[src/nlrb_pkg.sv]
// Shared types, codes and constants of the nibble lookup rectangle blitter.
// Used by the colour datapath, the table RAM wiring and the top level.
package nlrb_pkg;

    localparam int ADDR_W        = 22;
    localparam int BANK_SHIFT    = 17;
    localparam int LIM_W         = 6 + BANK_SHIFT;
    localparam int TABLE_ENTRIES = 32;
    localparam int TAB_HALF      = TABLE_ENTRIES / 2;
    localparam int TAB_AW        = $clog2(TAB_HALF);

    typedef enum logic [1:0] {
        REQ_TABLE = 2'd0,
        REQ_START = 2'd1,
        REQ_BYTE  = 2'd2
    } t_req;

    localparam logic [2:0] GFX_8BIT     = 3'd0;
    localparam logic [2:0] GFX_HYBRID12 = 3'd1;
    localparam logic [2:0] GFX_HYBRID16 = 3'd2;
    localparam logic [2:0] GFX_PURE16   = 3'd3;
    localparam logic [2:0] GFX_PURE12   = 3'd4;

    localparam logic [2:0] CFG_GFX_TYPE     = 3'd0;
    localparam logic [2:0] CFG_MODE_FLAGS_A = 3'd1;
    localparam logic [2:0] CFG_MODE_FLAGS_B = 3'd2;
    localparam logic [2:0] CFG_SCROLL_Y     = 3'd3;
    localparam logic [2:0] CFG_FLIP_SCREEN  = 3'd4;
    localparam logic [2:0] CFG_ROM_BANK     = 3'd5;
    localparam logic [2:0] CFG_ROM_BANKS    = 3'd6;

    localparam int MFA_DIRECT = 2;
    localparam int MFA_UPPER  = 4;
    localparam int MFA_ALT    = 5;
    localparam int MFB_DIRECT = 6;
    localparam int MFB_LOW    = 7;

    localparam logic [7:0]  TRANSP_8  = 8'hff;
    localparam logic [11:0] TRANSP_12 = 12'hfff;
    localparam logic [15:0] TRANSP_16 = 16'hfff0;

    localparam logic [1:0] BE_NONE = 2'b00;
    localparam logic [1:0] BE_LOW  = 2'b01;
    localparam logic [1:0] BE_HIGH = 2'b10;
    localparam logic [1:0] BE_BOTH = 2'b11;

    typedef struct packed {
        logic [2:0] gfx_type;
        logic [7:0] flags_a;
        logic [7:0] flags_b;
    } t_mode;

    typedef struct packed {
        logic [15:0] data0;
        logic [15:0] data1;
        logic [1:0]  be0;
        logic [1:0]  be1;
    } t_pix;

endpackage

[src/nibble_lookup_rect_blitter_unit.sv]
// Top level of the nibble lookup rectangle blitter: request decode, position
// and source counters, colour table RAMs and the result pair register.
// Depends on nlrb_pkg, nlrb_ram and nlrb_colour.
//
//   channel   direction  handshake                 payload
//   request   in         i_valid / o_ready         i_req_type .. i_src_byte
//   result    out        o_valid / i_ready         o_vram_addr .. o_last
//   config    in         i_cfg_valid / o_cfg_ready i_cfg_index, i_cfg_data
//
// A source byte reads the colour table at the edge that accepts it and waits in
// the table read stage until the pair register is free. Its two pixel beats
// then leave one after the other on the single result port, and a new byte may
// enter the table read stage while they do. Table writes and blit starts give
// no result, but any request waits while a byte held in the table read stage
// cannot move on. Reset is synchronous and needs no clearing pass; a stalled
// result holds its pair register while one more byte waits in the read stage.
module nibble_lookup_rect_blitter_unit (
    input  logic        i_clk,
    input  logic        i_rst_n,
    input  logic        i_valid,
    output logic        o_ready,
    input  logic [1:0]  i_req_type,
    input  logic [4:0]  i_table_index,
    input  logic [7:0]  i_table_value,
    input  logic [7:0]  i_dest_x,
    input  logic [7:0]  i_dest_y,
    input  logic [7:0]  i_size_x,
    input  logic [7:0]  i_size_y,
    input  logic        i_dir_x,
    input  logic        i_dir_y,
    input  logic [15:0] i_source_start,
    input  logic [7:0]  i_src_byte,
    output logic        o_valid,
    input  logic        i_ready,
    output logic [16:0] o_vram_addr,
    output logic [15:0] o_vram_data,
    output logic [1:0]  o_byte_enable,
    output logic [21:0] o_rom_addr,
    output logic        o_blit_done,
    output logic [16:0] o_busy_count,
    output logic        o_last,
    input  logic        i_cfg_valid,
    output logic        o_cfg_ready,
    input  logic [2:0]  i_cfg_index,
    input  logic [7:0]  i_cfg_data
);

    localparam int AW = nlrb_pkg::ADDR_W;

    // Configuration.
    logic [2:0] r_gfx_type;
    logic [7:0] r_flags_a, r_flags_b, r_scroll_y;
    logic       r_flip;
    logic [4:0] r_rom_bank;
    logic [5:0] r_rom_banks;

    // Blit state.
    logic [9:0]    r_cur_x, r_cur_y, n_cur_x, n_cur_y;
    logic [7:0]    r_col_left, r_row_left, r_row_width;
    logic [7:0]    n_col_left, n_row_left, n_row_width;
    logic [AW-1:0] r_src, n_src;
    logic [16:0]   r_count, n_count;
    logic          r_active, n_active;
    logic [1:0]    r_dirs, n_dirs;

    // Table read stage and result pair.
    logic          r_s1_v;
    logic [7:0]    r_s1_byte;
    logic          r_s1_dirx, r_s1_abort, r_s1_done;
    logic [16:0]   r_s1_vaddr, r_s1_count;
    logic [AW-1:0] r_s1_rom;

    logic          r_p_v, r_phase;
    logic [16:0]   r_p_vaddr, r_p_count;
    logic [AW-1:0] r_p_rom;
    logic          r_p_done;
    nlrb_pkg::t_pix r_p_pix, pix;

    nlrb_pkg::t_mode mode;

    logic in_acc, byte_go, s1_adv, pair_free, out_acc;
    logic cur_done, cur_abort;
    logic [AW-1:0] src_cur, bank_base;
    logic [nlrb_pkg::LIM_W-1:0] src_lim;
    logic [7:0] dy;
    logic [8:0] px0;

    logic [7:0] lo_hi, lo_lo, hi_hi, hi_lo;
    logic       tab_we;

    assign o_cfg_ready = 1'b1;
    assign mode        = '{gfx_type: r_gfx_type, flags_a: r_flags_a, flags_b: r_flags_b};

    assign out_acc   = r_p_v && i_ready;
    assign pair_free = !r_p_v || (i_ready && r_phase);
    assign s1_adv    = r_s1_v && pair_free;
    assign o_ready   = !r_s1_v || s1_adv;
    assign in_acc    = i_valid && o_ready;
    assign byte_go   = in_acc && (i_req_type == nlrb_pkg::REQ_BYTE) && r_active;
    assign tab_we    = in_acc && (i_req_type == nlrb_pkg::REQ_TABLE);

    // Colour table split by index bit 4 so that both halves of a lookup
    // pair are read in the same cycle for both nibbles.
    nlrb_ram #(.WIDTH(8), .DEPTH(nlrb_pkg::TAB_HALF)) u_tab_lo (
        .i_clk     (i_clk),
        .i_we      (tab_we && !i_table_index[nlrb_pkg::TAB_AW]),
        .i_waddr   (i_table_index[nlrb_pkg::TAB_AW-1:0]),
        .i_wdata   (~i_table_value),
        .i_re      (byte_go),
        .i_raddr_a (i_src_byte[7:4]),
        .i_raddr_b (i_src_byte[3:0]),
        .o_rdata_a (lo_hi),
        .o_rdata_b (lo_lo)
    );

    nlrb_ram #(.WIDTH(8), .DEPTH(nlrb_pkg::TAB_HALF)) u_tab_hi (
        .i_clk     (i_clk),
        .i_we      (tab_we && i_table_index[nlrb_pkg::TAB_AW]),
        .i_waddr   (i_table_index[nlrb_pkg::TAB_AW-1:0]),
        .i_wdata   (~i_table_value),
        .i_re      (byte_go),
        .i_raddr_a (i_src_byte[7:4]),
        .i_raddr_b (i_src_byte[3:0]),
        .o_rdata_a (hi_hi),
        .o_rdata_b (hi_lo)
    );

    nlrb_colour u_colour (
        .i_mode      (mode),
        .i_byte      (r_s1_byte),
        .i_dir_x     (r_s1_dirx),
        .i_abort     (r_s1_abort),
        .i_lo_hi_nib (lo_hi),
        .i_lo_lo_nib (lo_lo),
        .i_hi_hi_nib (hi_hi),
        .i_hi_lo_nib (hi_lo),
        .o_pix       (pix)
    );

    // Source address wraps to zero once it passes the end of source memory.
    assign src_lim   = nlrb_pkg::LIM_W'(r_rom_banks) << nlrb_pkg::BANK_SHIFT;
    assign src_cur   = (nlrb_pkg::LIM_W'(r_src) >= src_lim) ? '0 : r_src;
    assign bank_base = AW'(r_rom_bank) << nlrb_pkg::BANK_SHIFT;

    assign dy  = (r_cur_y[7:0] + r_scroll_y) ^ {8{r_flip}};
    assign px0 = {r_cur_x[7:0], 1'b0} ^ {9{r_flip}};

    assign cur_abort = (r_gfx_type == nlrb_pkg::GFX_HYBRID16) &&
                       !r_flags_b[nlrb_pkg::MFB_DIRECT] &&
                       !r_flags_a[nlrb_pkg::MFA_ALT];

    always_comb begin
        n_cur_x     = r_cur_x;
        n_cur_y     = r_cur_y;
        n_col_left  = r_col_left;
        n_row_left  = r_row_left;
        n_row_width = r_row_width;
        n_src       = r_src;
        n_count     = r_count;
        n_active    = r_active;
        n_dirs      = r_dirs;
        cur_done    = 1'b0;
        if (in_acc && (i_req_type == nlrb_pkg::REQ_START)) begin
            if ((r_gfx_type == nlrb_pkg::GFX_PURE12) && r_flags_a[nlrb_pkg::MFA_ALT]) begin
                n_active = 1'b0;
            end else begin
                n_count     = '0;
                n_cur_x     = 10'(i_dest_x) + 10'(i_size_x);
                n_cur_y     = 10'(i_dest_y) + 10'(i_size_y);
                n_row_width = i_dir_x ? ~i_size_x : i_size_x;
                n_col_left  = n_row_width;
                n_row_left  = i_dir_y ? ~i_size_y : i_size_y;
                n_dirs      = {i_dir_y, i_dir_x};
                n_src       = bank_base + AW'({i_source_start, 1'b0});
                n_active    = 1'b1;
            end
        end else if (byte_go) begin
            n_src = src_cur + 1'b1;
            if (cur_abort) begin
                n_active = 1'b0;
                cur_done = 1'b1;
            end else begin
                n_count = r_count + 1'b1;
                if (r_col_left != '0) begin
                    n_col_left = r_col_left - 1'b1;
                    n_cur_x    = r_dirs[0] ? r_cur_x + 1'b1 : r_cur_x - 1'b1;
                end else if (r_row_left == '0) begin
                    n_active = 1'b0;
                    cur_done = 1'b1;
                end else begin
                    n_row_left = r_row_left - 1'b1;
                    n_col_left = r_row_width;
                    n_cur_x    = r_dirs[0] ? r_cur_x - 10'(r_row_width)
                                           : r_cur_x + 10'(r_row_width);
                    n_cur_y    = r_dirs[1] ? r_cur_y + 1'b1 : r_cur_y - 1'b1;
                end
            end
        end
    end

    always_ff @(posedge i_clk) begin
        if (!i_rst_n) begin
            r_gfx_type  <= nlrb_pkg::GFX_8BIT;
            r_flags_a   <= '0;
            r_flags_b   <= '0;
            r_scroll_y  <= '0;
            r_flip      <= 1'b0;
            r_rom_bank  <= '0;
            r_rom_banks <= 6'd1;
            r_cur_x     <= '0;
            r_cur_y     <= '0;
            r_col_left  <= '0;
            r_row_left  <= '0;
            r_row_width <= '0;
            r_src       <= '0;
            r_count     <= '0;
            r_active    <= 1'b0;
            r_dirs      <= '0;
            r_s1_v      <= 1'b0;
            r_p_v       <= 1'b0;
            r_phase     <= 1'b0;
        end else begin
            if (i_cfg_valid) begin
                unique case (i_cfg_index)
                    nlrb_pkg::CFG_GFX_TYPE:     r_gfx_type  <= i_cfg_data[2:0];
                    nlrb_pkg::CFG_MODE_FLAGS_A: r_flags_a   <= i_cfg_data;
                    nlrb_pkg::CFG_MODE_FLAGS_B: r_flags_b   <= i_cfg_data;
                    nlrb_pkg::CFG_SCROLL_Y:     r_scroll_y  <= i_cfg_data;
                    nlrb_pkg::CFG_FLIP_SCREEN:  r_flip      <= i_cfg_data[0];
                    nlrb_pkg::CFG_ROM_BANK:     r_rom_bank  <= i_cfg_data[4:0];
                    nlrb_pkg::CFG_ROM_BANKS:    r_rom_banks <= i_cfg_data[5:0];
                    default: ;
                endcase
            end
            r_cur_x     <= n_cur_x;
            r_cur_y     <= n_cur_y;
            r_col_left  <= n_col_left;
            r_row_left  <= n_row_left;
            r_row_width <= n_row_width;
            r_src       <= n_src;
            r_count     <= n_count;
            r_active    <= n_active;
            r_dirs      <= n_dirs;
            if (o_ready) begin
                r_s1_v <= byte_go;
            end
            if (pair_free) begin
                r_p_v   <= r_s1_v;
                r_phase <= 1'b0;
            end else if (out_acc) begin
                r_phase <= 1'b1;
            end
        end
    end

    always_ff @(posedge i_clk) begin
        if (byte_go) begin
            r_s1_byte  <= i_src_byte;
            r_s1_dirx  <= r_dirs[0];
            r_s1_abort <= cur_abort;
            r_s1_done  <= cur_done;
            r_s1_vaddr <= {dy, px0};
            r_s1_count <= n_count;
            r_s1_rom   <= src_cur;
        end
        if (s1_adv) begin
            r_p_pix   <= pix;
            r_p_vaddr <= r_s1_vaddr;
            r_p_count <= r_s1_count;
            r_p_rom   <= r_s1_rom;
            r_p_done  <= r_s1_done;
        end
    end

    // The second pixel sits next to the first, flipped or not.
    assign o_valid       = r_p_v;
    assign o_vram_addr   = {r_p_vaddr[16:1], r_p_vaddr[0] ^ r_phase};
    assign o_vram_data   = r_phase ? r_p_pix.data1 : r_p_pix.data0;
    assign o_byte_enable = r_phase ? r_p_pix.be1 : r_p_pix.be0;
    assign o_rom_addr    = r_p_rom;
    assign o_blit_done   = r_p_done;
    assign o_busy_count  = r_p_count;
    assign o_last        = r_phase;

endmodule

[src/nlrb_ram.sv]
// Generic synchronous RAM: one write port, two read ports with registered data.
// No dependencies.
module nlrb_ram #(
    parameter int WIDTH = 8,
    parameter int DEPTH = 16
) (
    input  logic                     i_clk,
    input  logic                     i_we,
    input  logic [$clog2(DEPTH)-1:0] i_waddr,
    input  logic [WIDTH-1:0]         i_wdata,
    input  logic                     i_re,
    input  logic [$clog2(DEPTH)-1:0] i_raddr_a,
    input  logic [$clog2(DEPTH)-1:0] i_raddr_b,
    output logic [WIDTH-1:0]         o_rdata_a,
    output logic [WIDTH-1:0]         o_rdata_b
);

    logic [WIDTH-1:0] r_mem [DEPTH];

    always_ff @(posedge i_clk) begin
        if (i_we) begin
            r_mem[i_waddr] <= i_wdata;
        end
        if (i_re) begin
            o_rdata_a <= r_mem[i_raddr_a];
            o_rdata_b <= r_mem[i_raddr_b];
        end
    end

endmodule

[src/nlrb_colour.sv]
// Pixel colour datapath: turns one source byte and its colour table reads into
// two pixel values with byte enables. Depends on nlrb_pkg.
module nlrb_colour (
    input  nlrb_pkg::t_mode i_mode,
    input  logic [7:0]      i_byte,
    input  logic            i_dir_x,
    input  logic            i_abort,
    input  logic [7:0]      i_lo_hi_nib,
    input  logic [7:0]      i_lo_lo_nib,
    input  logic [7:0]      i_hi_hi_nib,
    input  logic [7:0]      i_hi_lo_nib,
    output nlrb_pkg::t_pix  o_pix
);

    logic [7:0]  t1_lo, t1_hi, t2_lo, t2_hi;
    logic [15:0] c1, c2;
    logic [11:0] e1, e2;
    logic [7:0]  h12, cc1, cc2, dsel;
    logic        high;

    // The first pixel takes the low nibble when stepping upward in x.
    assign t1_lo = i_dir_x ? i_lo_lo_nib : i_lo_hi_nib;
    assign t1_hi = i_dir_x ? i_hi_lo_nib : i_hi_hi_nib;
    assign t2_lo = i_dir_x ? i_lo_hi_nib : i_lo_lo_nib;
    assign t2_hi = i_dir_x ? i_hi_hi_nib : i_hi_lo_nib;

    assign c1   = {t1_lo, t1_hi[3:0], 4'h0};
    assign c2   = {t2_lo, t2_hi[3:0], 4'h0};
    assign e1   = {t1_hi[3:0], t1_lo};
    assign e2   = {t2_hi[3:0], t2_lo};
    assign h12  = i_mode.flags_a[nlrb_pkg::MFA_UPPER] ? i_lo_hi_nib : i_lo_lo_nib;
    assign dsel = i_byte;
    assign cc1  = i_mode.flags_a[nlrb_pkg::MFA_DIRECT] ? dsel : t1_lo;
    assign cc2  = i_mode.flags_a[nlrb_pkg::MFA_DIRECT] ? dsel : t2_lo;
    assign high = (i_mode.gfx_type == nlrb_pkg::GFX_PURE16) &&
                  !i_mode.flags_a[nlrb_pkg::MFA_ALT];

    always_comb begin
        o_pix = '0;
        if (i_abort) begin
            o_pix = '0;
        end else if (i_mode.gfx_type == nlrb_pkg::GFX_HYBRID16) begin
            if (i_mode.flags_b[nlrb_pkg::MFB_DIRECT]) begin
                if (i_byte != nlrb_pkg::TRANSP_8) begin
                    if (i_mode.flags_b[nlrb_pkg::MFB_LOW]) begin
                        o_pix.data0 = {8'h00, i_byte};
                        o_pix.be0   = nlrb_pkg::BE_LOW;
                    end else begin
                        o_pix.data0 = {i_byte, 8'h00};
                        o_pix.be0   = nlrb_pkg::BE_HIGH;
                    end
                    o_pix.data1 = o_pix.data0;
                    o_pix.be1   = o_pix.be0;
                end
            end else begin
                // Bits 5 and 4 of the lookup move down to bits 4 and 2.
                if (c1 != nlrb_pkg::TRANSP_16) begin
                    o_pix.data0 = {c1[15:6], 1'b0, c1[5], 1'b0, c1[4], 2'b00};
                    o_pix.be0   = nlrb_pkg::BE_BOTH;
                end
                if (c2 != nlrb_pkg::TRANSP_16) begin
                    o_pix.data1 = {c2[15:6], 1'b0, c2[5], 1'b0, c2[4], 2'b00};
                    o_pix.be1   = nlrb_pkg::BE_BOTH;
                end
            end
        end else if (i_mode.gfx_type == nlrb_pkg::GFX_PURE12) begin
            if (e1 != nlrb_pkg::TRANSP_12) begin
                o_pix.data0 = {4'h0, e1};
                o_pix.be0   = nlrb_pkg::BE_BOTH;
            end
            if (e2 != nlrb_pkg::TRANSP_12) begin
                o_pix.data1 = {4'h0, e2};
                o_pix.be1   = nlrb_pkg::BE_BOTH;
            end
        end else if ((i_mode.gfx_type == nlrb_pkg::GFX_HYBRID12) &&
                     i_mode.flags_a[nlrb_pkg::MFA_ALT]) begin
            if (h12 != nlrb_pkg::TRANSP_8) begin
                o_pix.data0 = {4'h0, h12[3:0], 8'h00};
                o_pix.data1 = o_pix.data0;
                o_pix.be0   = nlrb_pkg::BE_HIGH;
                o_pix.be1   = nlrb_pkg::BE_HIGH;
            end
        end else begin
            if (cc1 != nlrb_pkg::TRANSP_8) begin
                o_pix.data0 = high ? {cc1, 8'h00} : {8'h00, cc1};
                o_pix.be0   = high ? nlrb_pkg::BE_HIGH : nlrb_pkg::BE_LOW;
            end
            if (cc2 != nlrb_pkg::TRANSP_8) begin
                o_pix.data1 = high ? {cc2, 8'h00} : {8'h00, cc2};
                o_pix.be1   = high ? nlrb_pkg::BE_HIGH : nlrb_pkg::BE_LOW;
            end
        end
    end

endmodule
[config.mk]
export PLATFORM = sky130hd
export DESIGN_NAME = nibble_lookup_rect_blitter_unit
export DESIGN_NICKNAME = d
export VERILOG_FILES = /design/src/nlrb_pkg.sv /design/src/nibble_lookup_rect_blitter_unit.sv /design/src/nlrb_ram.sv /design/src/nlrb_colour.sv
export SDC_FILE = /design/constraint.sdc
export NUM_CORES = 1
export LEC_CHECK = 0
export BUFFER_PORTS_ARGS = -buffer_cell sky130_fd_sc_hd__buf_2
export CELL_PAD_IN_SITES_DETAIL_PLACEMENT = 1
export CELL_PAD_IN_SITES_GLOBAL_PLACEMENT = 2
export CORE_UTILIZATION = 46
export DETAILED_ROUTE_END_ITERATION = 8
export PLACE_DENSITY_LB_ADDON = 0.1
export SLEW_MARGIN = 20
export SYNTH_ARGS = -nofsm -noshare
export SYNTH_HDL_FRONTEND = slang
export SYNTH_SLANG_ARGS = --single-unit
[constraint.sdc]
create_clock -name i_clk -period 10.35 [get_ports i_clk]
set_clock_uncertainty 0.15 [all_clocks]
set_input_delay 1.035 -clock i_clk [delete_from_list [all_inputs] [get_ports i_clk]]
set_output_delay 1.035 -clock i_clk [all_outputs]
set_load 0.005 [all_outputs]
==> impl_metrics.yaml, run 1 <==
layout:
  final_cell_mix: "edfxtp_1 (376), nor2_1 (189), buf_2 (166)"
  layout-drive-gt1-share: 0.225
  final_nets: 2181
  stdcell_area_mm2: 0.0275
  nFillCells: 5359
  final_cells: 2775
  diodes: 0
  areaGrowthSynthToFinish_pct: 12.3
  final_common_cell: "edfxtp_1"
clock_network:
  htreeDepth: 2
  numCtsBuffers: 52
  cts_sinks: 489
  clk_latency_ns: 0.61
  ctsHoldBuffers: 0
  root_buffer: "clkbuf_16"
  cts_tree: "built"
  cts.path.max_buffers: 3
  clk_pin_slew_ns: 0.06
  cts_resized: 0
  post_cts_buffers: 0
route:
  via_count: 16554
  wl_per_cell_um: 23.7
  first_pass_iters: 5
  drtAntennaViolNets: 0
  routed_wl_mm: 65.9
  drc_errors: 0
  drt_iter0_markers: 1079
  viasPerCell: 5.97
power:
  switchingPower_mw: 1.01
  switching_share: 0.233
  p_int_mw: 3.34
  comb_power_share: 0.079
  pwr-share-clk: 0.430
  p_seq_frac: 0.491
  p_leak_nw: 9.63
  vdd_drop_max_v: 0.000119
  p_per_area_mw_per_mm2: 158
timing:
  drv_slew: 0
  finalHoldViolations: 0
  finalSetupViolations: 0
  finalCritPeriodShare: 0.383
  slew_headroom: 0.259
  final.setup.tns_ns: 0
  final.min_clock_period_ns: 3.96
  tightestPinTransition_ns: 1.11
  clock.fmax_mhz: 252
  rsz0062_at_grt: "false"
worst_setup_path:
  endpoint_kind: "register"
  ff2ff_path_depth: 15
  critical_path_class: "reg2reg"
  crit_fanout: 7
  reg2reg_slack_ns: 6.39
  cp_data_arrival_time_ns: 4.27
  cp-start-kind: "register"
  r2r_end: "r_cur_x[7]$_SDFFE_PN0P_"
  regToRegStartpoint: "r_row_width[0]$_SDFFE_PN0P_"
  required_ns: 10.66
floorplan:
  coreArea_mm2: 0.0526
  die_x_um: 233
  fp.dieH_um: 233
  num_rows: 84
  dieArea_mm2: 0.0541
  ioPinCount: 168
  start_util: 0.466
logic_synthesis:
  synth_edf_count: 376
  ys_ff_latch: 489
  synth_flop_cell: "edfxtp_1"
  avgSynthCellArea_um2: 12.7
  netlist_area_mm2: 0.0245
  synth_cells: 1926
  ys_async_sr_fraction: 0
  synth_fp_nets: 2064
  yosysSeqAreaShare: 0.554
  ys_warn_count: 0
  yosysUniqueCellTypes: 86
placement:
  io_buffers: 166
  dp_hpwl_mm: 46.1
  place.gp.congestion: 0.854
  place_area_mm2: 0.0257
  placed_cells_incl_taps: 2676
global_routing:
  antenna_found_initial: 2
  grt_pass1_vias: 16854
  grt_max_degree: 69
  grt_overflow: 0
  grt_pass1_wl_mm: 101
  grtUsageTotal: 0.246
min_path:
  worstHoldStart: "r_s1_count[5]$_DFFE_PP_"
  hold_end: "o_busy_count[5]$_DFFE_PP_"
  holdPathStages: 0
  hold_class: "reg2reg"
job:
  drv_cap: 0
run_status:
  status: "finished clean"
## how the worst max path moves through the flow
stage	from	slack (ns)	cells past startpoint	end
after detailed placement	o_last$_SDFFE_PP0P_	5.66	6	u_tab_lo.r_mem[3][0]$_DFFE_PP_
after global placement	o_last$_SDFFE_PP0P_	5.89	6	u_tab_lo.r_mem[3][0]$_DFFE_PP_
final	r_row_width[0]$_SDFFE_PN0P_	6.39	15	r_cur_x[7]$_SDFFE_PN0P_
after floorplan	i_ready	4.64	2	o_blit_done$_DFFE_PP_
after global routing	r_dirs[0]$_SDFFE_PN0P_	6.08	11	r_cur_x[5]$_SDFFE_PN0P_
after CTS	o_last$_SDFFE_PP0P_	5.64	6	u_tab_lo.r_mem[3][0]$_DFFE_PP_
## cell type report
type,count,area (µm²),share of cell area
multi-input cells,1243,10100,0.367
clock inverters,39,342,0.0124
well taps,688,861,0.0313
inverters,65,246,0.00896
repair buffers,192,1030,0.0376
clock buffers,59,1370,0.0498
flip-flops and latches,489,13600,0.493
## through the flow
stage,util,total power [mW],worst slack (ns),hold slack [ns]
after floorplan,-,2.40,4.64,0.250
after global placement,0.490,2.51,5.89,0.250
after detailed placement,0.490,2.52,5.66,0.256
after CTS,0.523,4.39,5.64,0.270
after global routing,0.523,4.48,6.08,0.275
final,0.523,4.35,6.39,0.268
## logic make-up after synthesis
logic type / share of synthesized area
buffers and inverters: 0.0357
other: 0.000153
muxes: 0.143
and+or+nand+nor: 0.121
xor gates and xnor gates: 0.0272
AOI/OAI and AO/OA: 0.0921
adders and majority gates: 0.0266
DFF: 0.554
## synthesized netlist by cell type, types with 32 or more instances
cell type    n  area (µm²)
a21oi_1     87         435
and2_1      37         231
clkbuf_1    70         263
dfxtp_1    113        2260
edfxtp_1   376       11300
ha_1        44         551
inv_1       63         236
mux2_2      36         405
mux2i_1     32         320
mux4_2     120        2700
nand2_1    104         390
nand3_1     41         205
nor2_1     190         713
nor3_1      75         375
o21ai_0     53         265
xnor2_1     44         385
xor2_1      32         280
## flip-flops by register name, indices dropped and copies added, names as in the netlist, 17 cells and up
name            flops
r_p_vaddr          17
u_tab_lo.r_mem    128
r_src              22
r_count            17
r_p_pix            36
o_rom_addr         22
o_busy_count       17
u_tab_hi.r_mem     64
r_s1_rom           22
r_s1_count         17
r_s1_vaddr         17
## power groups by stage
stage          Sequential, mW  Combinational (mW)  Clock, mW
3_5_place_dp             2.18               0.346          0
4_1_cts                  2.13               0.348       1.91
5_1_grt                  2.13               0.376       1.97
6_report                 2.13               0.344       1.87
3_3_place_gp             2.17               0.339          0
2_1_floorplan            2.17               0.237          0
## routing by layer
metal / wire length [µm] / vias to the layer above / global-route usage
met5: 26 / - / 0
met4: 1130 / 4 / 0.0623
met3: 3170 / 90 / 0.0332
met2: 31600 / 446 / 0.401
met1: 30000 / 8418 / 0.346
li1: - / 7596 / -
## worst max-delay path, stage by stage, from the launching register on
cell and delay [ns]:
dfxtp_1 0.49, inv_1 0.13, ha_1 0.31, xor2_1 0.17
a41oi_1 0.33, xor2_1 0.23, mux2_2 0.35, a21oi_1 0.25
ha_1 0.33, a21oi_1 0.15, o22a_1 0.21, a21oi_1 0.10
xor2_1 0.25, a211oi_1 0.08, mux2i_1 0.18, a31oi_1 0.09
(Power assumes the default switching activity.)
==> inputs of run 2 (changes only) <==
--- a/config.mk
+++ b/config.mk
@@ -8,7 +8,7 @@
 export BUFFER_PORTS_ARGS = -buffer_cell sky130_fd_sc_hd__buf_2
 export CELL_PAD_IN_SITES_DETAIL_PLACEMENT = 1
 export CELL_PAD_IN_SITES_GLOBAL_PLACEMENT = 2
-export CORE_UTILIZATION = 46
+export CORE_UTILIZATION = 43
 export DETAILED_ROUTE_END_ITERATION = 8
 export PLACE_DENSITY_LB_ADDON = 0.1
 export SLEW_MARGIN = 20
==> constraint.sdc (replaced) <==
create_clock -name i_clk -period 3.9 [get_ports i_clk]
set_clock_uncertainty 0.15 [all_clocks]
set_input_delay 0.39 -clock i_clk [delete_from_list [all_inputs] [get_ports i_clk]]
set_output_delay 0.39 -clock i_clk [all_outputs]
set_load 0.005 [all_outputs]
==> run 2 against run 1 <==
Compared with the run above:
- flip-flop and latch count unchanged
- power rose to 2.7 times the previous value
- first-iteration DRC count up 4.4%
- critical endpoint is now r_cur_x[5]$_SDFFE_PN0P_
- critical path type unchanged
- via count is 0.89% higher
- core utilization fell by 2.2 points
- register-to-register slack got worse by 6.1 ns
==> impl_metrics.yaml, run 2 (synthesis results as in run 1) <==
placement:
  place.gp.congestion: 0.812
  io_buffers: 166
  dp_hpwl_mm: 47.2
  placed_cells_incl_taps: 2784
  dpl_worst_slack_ns: 0.184
clock_network:
  cts.path.max_buffers: 3
  cts_tree: "built"
  cts_sinks: 489
  numCtsBuffers: 53
  clk_pin_slew_ns: 0.06
  root_buffer: "clkbuf_16"
  clk_latency_ns: 0.61
  htreeDepth: 2
global_routing:
  antenna_found_initial: 3
  grtUsageTotal: 0.236
  grt_overflow: 0
  grt_pass1_vias: 17141
  grt_max_degree: 94
  grt_pass1_wl_mm: 103
layout:
  areaGrowthSynthToFinish_pct: 15.3
  top_regs: "u_tab_lo.r_mem: 128 flops, u_tab_hi.r_mem: 64 flops, r_p_pix: 36 flops"
  final_nets: 2243
  final_common_cell: "edfxtp_1"
  largest_reg_flops: 128
  final_cells: 2906
  regMostFlops: "u_tab_lo.r_mem"
  layout-drive-gt1-share: 0.234
  final_cell_mix: "edfxtp_1 (376), nor2_1 (189), buf_2 (166)"
timing:
  finalCritPeriodShare: 0.929
  tightestPinTransition_ns: 1.08
  setup_ws_ns: 0.279
  slew_headroom: 0.280
  rsz0062_at_grt: "false"
  clock.fmax_mhz: 276
  finalSetupViolations: 0
  final.min_clock_period_ns: 3.62
  drv_slew: 0
  finalHoldViolations: 0
  final.setup.tns_ns: 0
job:
  drv_cap: 0
route:
  met2_length_mm: 31.9
  routed_wl_mm: 67.4
  wl_per_cell_um: 23.2
  viasPerCell: 5.75
  drc_errors: 0
  met3_length_mm: 3.36
  drt_iter0_markers: 1126
  first_pass_iters: 5
  maxUsedRoutingLayer: "met5"
  wl_met1_mm: 31.1
  via_count: 16701
  drtAntennaViolNets: 0
worst_setup_path:
  endpoint_kind: "register"
  cp-start-kind: "register"
  cp_data_arrival_time_ns: 3.99
  crit_fanout: 7
  required_ns: 4.27
  critical_path_class: "reg2reg"
power:
  p_per_area_mw_per_mm2: 414
  p_leak_nw: 9.95
  vdd_drop_max_v: 0.000297
floorplan:
  coreArea_mm2: 0.0563
  ioPinCount: 168
  num_rows: 87
  fp.dieH_um: 241
  dieArea_mm2: 0.0579
  die_x_um: 241
  start_util: 0.435
run_status:
  status: "finished clean"
min_path:
  hold_class: "in2reg"
==> run 2: changes by cell type in the layout (fill, tap and decap cells not counted), sizes merged, moves of 4 or more <==
cell / previous run / this run
buf: 192 / 232
clkinv: 34 / 23
dlygate4sd3: 0 / 21
clkbuf: 59 / 68
clkinvlp: 1 / 5
==> run 2: path summary, 6_finish.rpt <==
check / from / end / slack [ns] / cells past startpoint
setup / recovery: r_row_width[1]$_SDFFE_PN0P_ / r_cur_x[5]$_SDFFE_PN0P_ / 0.28 / 13
hold / removal: i_source_start[1] / r_src[2]$_SDFFE_PN0P_ / 0.02 / 4
setup reg to reg: r_row_width[1]$_SDFFE_PN0P_ / r_cur_x[5]$_SDFFE_PN0P_ / 0.28 / 13
hold reg to reg: r_s1_vaddr[10]$_DFFE_PP_ / r_p_vaddr[10]$_DFFE_PP_ / 0.26 / 0
==> run 2: cell type report <==
class                   instances  area, µm²
clock inverters                31        334
multi-input cells            1243      10100
repair buffers                253       1620
fillers                      5816      28100
inverters                      65        248
well taps                     756        946
flip-flops and latches        489      13600
diodes                          1       2.50
clock buffers                  68       1440
==> run 2: stage by stage <==
| step | hold WS (ns) | total power [mW] | utilization | area (µm²) |
|---|---|---|---|---|
| detailed placement | 0.255 | 6.70 | 0.466 | 26200 |
| global route | 0.0255 | 12.1 | 0.501 | 28200 |
| floorplan | 0.250 | 6.38 | - | 24500 |
| global placement | 0.251 | 6.68 | 0.466 | 26200 |
| finish | 0.0230 | 11.7 | 0.501 | 28200 |
| CTS | 0.00373 | 11.8 | 0.501 | 28200 |
==> run 2: routing by layer <==
metal  up-vias  global-route usage
met5         -                   0
met4         4              0.0517
met3        84              0.0334
met2       415               0.381
met1      8487               0.337
li1       7711                   -
==> run 2: critical path, stage by stage, from the launching register on <==
cell and delay (ns):
dfxtp_2 0.41, inv_1 0.06, ha_1 0.27, xor2_1 0.17, a41oi_1 0.33, xor2_1 0.23, mux2_2 0.35, a21oi_1 0.16
ha_1 0.30, a21oi_1 0.15, o22a_1 0.21, a21oi_1 0.07, or3b_2 0.43, a311oi_1 0.25
==> run 2: power breakdown <==
| group | switching [mW] | leakage (nW) | internal [mW] |
|---|---|---|---|
| clock network | 2.12 | 0.859 | 2.96 |
| logic | 0.545 | 4.89 | 0.399 |
| registers | 0.0416 | 4.20 | 5.62 |
| total | 2.70 | 9.95 | 8.98 |
==> run 2: what timing repair did <==
item / 4_1_cts / 5_1_grt
buffers inserted: 0 / 0
hold buffers: 21 / 0
resized for setup: 0 / 1
setup endpoints to repair: 0 / 2
endpoints found under the hold margin: 41 / 0
